<file path="src/sv/v3a_pkg.sv">
// Shared types, opcodes and saturation helper for the Q16.16 vector ALU.
// No dependencies; imported by every module of the block.
`default_nettype none

package v3a_pkg;

   localparam int WORD_W        = 32;
   localparam int OP_W          = 4;
   localparam int FRAC_BITS_DEF = 16;
   localparam int PROD_W        = 2 * WORD_W;
   localparam int SUM_W         = PROD_W + 2;
   localparam int SQRT_STAGES   = WORD_W;
   localparam int LANES         = 3;

   typedef enum logic [OP_W-1:0] {
      OP_ADD   = 4'd0,
      OP_SUB   = 4'd1,
      OP_MUL   = 4'd2,
      OP_NEG   = 4'd3,
      OP_CROSS = 4'd4,
      OP_DOT   = 4'd5,
      OP_LENSQ = 4'd6,
      OP_LEN   = 4'd7,
      OP_NORM  = 4'd8,
      OP_SCALE = 4'd9,
      OP_DIV   = 4'd10
   } op_type;

   typedef struct packed {
      logic [OP_W-1:0]          opcode;
      logic signed [WORD_W-1:0] ax;
      logic signed [WORD_W-1:0] ay;
      logic signed [WORD_W-1:0] az;
      logic signed [WORD_W-1:0] bx;
      logic signed [WORD_W-1:0] by;
      logic signed [WORD_W-1:0] bz;
      logic signed [WORD_W-1:0] scalar_operand;
   } req_type;

   typedef struct packed {
      logic signed [WORD_W-1:0] rx;
      logic signed [WORD_W-1:0] ry;
      logic signed [WORD_W-1:0] rz;
      logic signed [WORD_W-1:0] scalar_result;
      logic                     defined;
      logic                     saturated;
   } rsp_type;

   typedef struct packed {
      logic [WORD_W-1:0] val;
      logic              sat;
   } sat_type;

   // item context carried alongside the root and divide pipelines
   typedef struct packed {
      logic [OP_W-1:0]              opcode;
      logic [LANES-1:0][WORD_W-1:0] a;
      logic [WORD_W-1:0]            s;
      logic [LANES-1:0][WORD_W-1:0] r;
      logic                         rsat;
      logic [WORD_W-1:0]            dot;
      logic                         dsat;
      logic [WORD_W-1:0]            len;
   } side_type;

   function automatic sat_type sat_word(input logic signed [SUM_W-1:0] v);
      sat_type res;
      if (v[SUM_W-1:WORD_W-1] == '0 || v[SUM_W-1:WORD_W-1] == '1) begin
         res.val = v[WORD_W-1:0];
         res.sat = 1'b0;
      end else begin
         res.val = v[SUM_W-1] ? {1'b1, {(WORD_W-1){1'b0}}} : {1'b0, {(WORD_W-1){1'b1}}};
         res.sat = 1'b1;
      end
      return res;
   endfunction

endpackage

`default_nettype wire

</file>
<file path="src/sv/v3a_sqrt.sv">
// Pipelined integer square root, one root bit per stage, 64-bit radicand.
// Depends on v3a_pkg.
`default_nettype none

module v3a_sqrt
   import v3a_pkg::*;
(
   input  wire logic                clock,
   input  wire logic                en,
   input  wire logic [PROD_W-1:0]   rad,
   output logic [WORD_W-1:0]        root
);

   localparam int REM_W = WORD_W + 3;

   logic [REM_W-1:0]  rem_ff [SQRT_STAGES];
   logic [WORD_W-1:0] q_ff   [SQRT_STAGES];
   logic [PROD_W-1:0] n_ff   [SQRT_STAGES];
   logic [REM_W-1:0]  rem_in [SQRT_STAGES];
   logic [WORD_W-1:0] q_in   [SQRT_STAGES];
   logic [PROD_W-1:0] n_in   [SQRT_STAGES];

   always_comb begin
      logic [REM_W-1:0]  rp, rt, tr;
      logic [WORD_W-1:0] qp;
      logic [PROD_W-1:0] np;
      for (int k = 0; k < SQRT_STAGES; k++) begin
         if (k == 0) begin
            rp = '0;
            qp = '0;
            np = rad;
         end else begin
            rp = rem_ff[k-1];
            qp = q_ff[k-1];
            np = n_ff[k-1];
         end
         rt = {rp[REM_W-3:0], np[PROD_W-1:PROD_W-2]};
         tr = REM_W'({qp, 2'b01});
         if (rt >= tr) begin
            rem_in[k] = rt - tr;
            q_in[k]   = {qp[WORD_W-2:0], 1'b1};
         end else begin
            rem_in[k] = rt;
            q_in[k]   = {qp[WORD_W-2:0], 1'b0};
         end
         n_in[k] = {np[PROD_W-3:0], 2'b00};
      end
   end

   always_ff @(posedge clock) begin
      if (en) begin
         for (int k = 0; k < SQRT_STAGES; k++) begin
            rem_ff[k] <= rem_in[k];
            q_ff[k]   <= q_in[k];
            n_ff[k]   <= n_in[k];
         end
      end
   end

   assign root = q_ff[SQRT_STAGES-1];

endmodule

`default_nettype wire

</file>
<file path="config.mk">
export PLATFORM = sky130hd
export DESIGN_NAME = v3a_sqrt
export DESIGN_NICKNAME = d
export VERILOG_FILES = /design/src/sv/v3a_pkg.sv /design/src/sv/v3a_sqrt.sv
export SDC_FILE = /design/constraint.sdc
export NUM_CORES = 2
export LEC_CHECK = 0
export ABC_AREA = 0
export ABC_CLOCK_PERIOD_IN_PS = 3230
export BUFFER_PORTS_ARGS = -buffer_cell sky130_fd_sc_hd__buf_4
export CAP_MARGIN = 5
export CORE_MARGIN = 4
export CORE_UTILIZATION = 55
export DETAILED_ROUTE_END_ITERATION = 6
export GPL_TIMING_DRIVEN = 0
export HOLD_SLACK_MARGIN = 0.05
export PLACE_DENSITY = 0.82
export SYNTH_ARGS = -nofsm -noshare
export SYNTH_HDL_FRONTEND = slang
export SYNTH_MEMORY_MAX_BITS = 65536
export SYNTH_SLANG_ARGS = --single-unit
</file>
<file path="constraint.sdc">
create_clock -name clock -period 3.23 [get_ports clock]
set_input_delay 0.323 -clock clock [delete_from_list [all_inputs] [get_ports clock]]
set_output_delay 0.323 -clock clock [all_outputs]
set_load 0.03 [all_outputs]
</file>
---- Word level (Yosys, flattened, before mapping) ----
Memories as Yosys holds them, arrays and structs flattened.
Cells that the tools add are included.
word-level totals
  bits of input ports ..................... 66
  RAM bits ................................ 4,128
  register bits after elaboration ......... 0
  output and inout bits ................... 32
  memories kept ........................... 3
operators by class
  magnitude comparators ................... 32
  muxes and demuxes ....................... 66
  add/sub/neg operators ................... 32
memories
  name    words  bits a word  rd ports  clocked after memory_dff  write ports  RTL line        source
  n_ff    32     62           31        0                         32           v3a_sqrt.sv:18  logic [PROD_W-1:0] n_ff [SQRT_STAGES];
  rem_ff  32     35           31        0                         32           v3a_sqrt.sv:16  logic [REM_W-1:0] rem_ff [SQRT_STAGES];
  q_ff    32     32           32        0                         32           v3a_sqrt.sv:17  logic [WORD_W-1:0] q_ff [SQRT_STAGES];
operators by type and width
  kind                 number
  $mux 35              32
  $ge 35x34->1         31
  $sub 35x34->35       31
  $mux 1               34
  $sub 2x1->3 const B  1
  $ge 2x1->1 const B   1

---- Depth between registers and ports, before layout ----
An unclocked memory read counts as a cell.
  depth after elaboration ................. 3
  depth in mapped cells ................... 14

---- Least setup slack after synthesis ----
OpenSTA, ideal clock, no wires.
  path kind ............................... reg-to-reg
  start point ............................. memory rem_ff[1][386] (netlist bit)
  end point ............................... memory rem_ff[1][452] (netlist bit) (data pin)
  data required time ...................... 2.970 ns
  library setup time ...................... 0.260 ns
  arrival time ............................ 3.183 ns
  period minus slack after synthesis ...... 3.443 ns
  path slack .............................. -0.213 ns
  path buffers ............................ 2
  stages on the path, launching flop included .. 13
  cells stage by stage .................... edfxtp_1 > ha_1 > a21oi_1 > a21oi_1 > o41ai_1 > o21a_1 > o221ai_1 > a2111oi_0 > and2_1 > buf_2 > buf_2 > nor2_1 > mux2_2
RTL lines
  element          RTL line
  start, declared  v3a_sqrt.sv:16

==> impl_metrics.json <==
{
  "synth_area_leaders": "edfxtp_1 (64%), ha_1 (6.0%), xnor2_1 (3.1%)",
  "violations": "design-rule violations, negative setup slack",
  "start_util": 0.5542,
  "grt_first_pass_wirelength_mm": 388.2,
  "dieArea_um2": 219200,
  "cts.htree.levels": 5,
  "rows": 168,
  "drc_errors": 4,
  "ys_warn_count": 0,
  "min_from": "rad[45]",
  "via_per_inst": 5.813,
  "vias": 74261,
  "finalSetupViolCount": 116,
  "start_kind": "flip-flop",
  "p_int_mw": 68.25,
  "cp_max_fo": 5,
  "tightestPinTransition_ns": 1.172,
  "drv_slew": 0,
  "pwr-share-comb": 0.232,
  "io_pins": 98,
  "endpoint_kind": "flip-flop",
  "r2r_setup_slack_ns": -0.28,
  "async_flop_share": 0,
  "r2r-end": "rem_ff[0][310]",
  "synth-edff-count": 2494,
  "switching_share": 0.2880,
  "layout_worst_path_cycle_share": 1.088,
  "syn_to_final_growth_pct": 18.21,
  "port-buffer-count": 97,
  "min_period_ns": 3.513,
  "grt_max_degree": 213,
  "syn_area_um2": 116500,
  "drive_gt1_frac": 0.1676,
  "status": "finished, violations left",
  "critical_path_class": "flip-flop to flip-flop",
  "powerDensity_nw_per_um2": 696.1,
  "die-height_um": 468.2,
  "placed_cells": 11913,
  "cts_tree": "done",
  "grt_pass1_vias": 72705,
  "clkTransAtPathRegs_ns": 0.07,
  "setup_ws_ns": -0.2834,
  "numCtsBuffers": 279,
  "yosysTopAreaCell": "edfxtp_1",
  "clkPwrFrac": 0.312,
  "synth.avg_cell_area_um2": 12.95,
  "clk_path_buf_depth": 4,
  "gp_congestion": 0.9509,
  "peakVddDrop_v": 0.0006130,
  "sequentialPowerShare": 0.457,
  "synthFlopType": "edfxtp_1",
  "fmax_mhz": 284.6,
  "rsz0062_at_grt": "yes",
  "reg2reg_from": "rem_ff[0][266]",
  "clk_latency_ns": 0.94,
  "hold_path.class": "primary input to flip-flop",
  "drv_cap": 0,
  "numClockSinks": 2494,
  "nets": 10402,
  "first_iter_violations": 6537,
  "final_cells": 12774,
  "synth_cell_types": 92,
  "core_area_um2": 210200,
  "finalHoldViolCount": 0,
  "drt-wirelength-per-cell_um": 20.16,
  "min_to": "n_ff[0][45]",
  "overflow": 0,
  "leakage_nw": 52.85,
  "ys_seq_area_frac": 0.6429,
  "antenna_found_initial": 3,
  "track_usage": 0.2214,
  "rr_worst_depth": 11,
  "ys_ff_latch": 2494,
  "firstDrtPassIters": 7,
  "hpwl_mm": 168.8,
  "drtAntennaViolNets": 0,
  "max-slew-margin-rel": 0.2189,
  "synthDominantCellAreaShare": 0.6429,
  "arrival_ns": 4.18,
  "die_w_um": 468.2,
  "finClkSkew_ns": 0.06596,
  "cts-root-buf": "clkbuf_16",
  "min_path_cells": 2,
  "worstPathRequired_ns": 3.89,
  "totalWireLength_mm": 257.5,
  "syn-num-nets": 9624,
  "total_power_mw": 95.85,
  "syn_inst": 8997,
  "switchingPower_mw": 27.60
}
[timing repair]
item,4_1_cts,5_1_grt
resized for setup,496,594
hold buffers,91,0
setup endpoints to repair,802,1108
endpoints found under the hold margin,192,0
buffers inserted,104,216
gates cloned,4,11
pin swaps,74,186
[cell families after synthesis]
family / Yosys count / synth area share
compound gates: 1787 / 0.09585
xor+xnor: 797 / 0.05992
fa+ha+maj: 561 / 0.06026
buf+inv: 928 / 0.03117
flops: 2494 / 0.6429
mux: 109 / 0.01041
other cells: 1 / 0.00003219
simple gates: 2320 / 0.09943
[registers in the layout (all words and copies together), names as in the netlist]
name,flops
rem_ff,974
q_ff,528
n_ff,992
[critical path: stages, from the launching register on]
cell and delay [ns]:
edfxtp_1 0.47, or3_4 0.38, or2_4 0.25, or4_4 0.56, nor4b_4 0.38, and3_4 0.27
nor2b_4 0.17, inv_2 0.06, nand4_1 0.24, buf_6 0.20, nor3_2 0.08, xor2_1 0.18
[power groups by stage]
stage / logic (mW) / clock network, mW / registers [mW]
5_1_grt: 24.4 / 32.1 / 44.1
3_5_place_dp: 19.0 / 0 / 44.3
4_1_cts: 20.3 / 30.5 / 43.7
3_3_place_gp: 18.6 / 0 / 45.4
6_report: 22.2 / 29.9 / 43.8
2_1_floorplan: 14.3 / 0 / 43.0
[how the worst max path moves through the flow]
stage	start	endpoint	slack, ns	depth (start not counted)
floorplan	rem_ff[0][193]	rem_ff[0][234]	-0.13	10
global placement	en	rem_ff[1][241]	-19.23	1
detailed placement	rem_ff[1][257]	rem_ff[1][291]	-1.41	13
CTS	rem_ff[0][195]	rem_ff[0][236]	-0.19	10
global route	rem_ff[0][185]	rem_ff[0][237]	-0.33	8
finish	rem_ff[0][266]	rem_ff[0][310]	-0.28	11
[layout make-up]
| class | instances | area, um2 |
|---|---|---|
| Sequential cell | 2494 | 74890 |
| Fill cell | 14764 | 72500 |
| Multi-Input combinational cell | 5577 | 41980 |
| Clock buffer | 322 | 7207 |
| Timing Repair Buffer | 533 | 4830 |
| Tap cell | 2805 | 3510 |
| Inverter | 719 | 2708 |
| Clock inverter | 152 | 1316 |
| Buffer | 171 | 1254 |
| Antenna cell | 1 | 2.502 |
[synth_stat cells (all sizes together), types with 56 or more instances]
library cell and n:
o21a 93, nor3 229, nor2b 81, nor4 111, a21o 257, or3 83
xnor2 416, nor2 571, mux2 97, ha 561, nand4 83, nand2b 102
xor2 381, edfxtp 2494, inv 718, nand3 173, buf 56, nand2 564
o21ai 407, a21oi 593, or4 57, clkbuf 153, and3 67
[cell usage in the layout (no fill, tap or decap), drive strengths merged, types with 97 or more instances in the layout]
cell and instances:
a21o 257, a21oi 593, buf 509, clkbuf 426, clkinv 107, edfxtp 2494
ha 561, inv 727, mux2 97, nand2 564, nand2b 102, nand3 173
nor2 571, nor3 229, nor4 111, o21ai 407, xnor2 416, xor2 381
[metrics by stage]
stage | setup WS, ns | hold WS [ns] | setup TNS [ns] | cell area [um2] | utilization
CTS | -0.1864 | 0.05172 | -4.002 | 133500 | 0.6349
global placement | -19.23 | 0.4003 | - | 120800 | 0.5746
global route | -0.3331 | 0.08514 | -27.54 | 137700 | 0.6551
floorplan | -0.1347 | 0.4003 | -1.087 | 116500 | -
detailed placement | -1.415 | 0.4045 | -548.73 | 121200 | 0.5764
finish | -0.2834 | 0.1137 | -13.78 | 137700 | 0.6551
[per-layer routing]
metal	part of all wire	vias up	GRT usage	routed length, um
met4	0.035	0	0.07547	8916
li1	-	34863	-	-
met5	0	-	0	0
met1	0.40	36257	0.2809	103000
met2	0.51	2508	0.3872	131200
met3	0.056	633	0.03580	14400
Note: power is estimated with default switching activity, not from simulation.
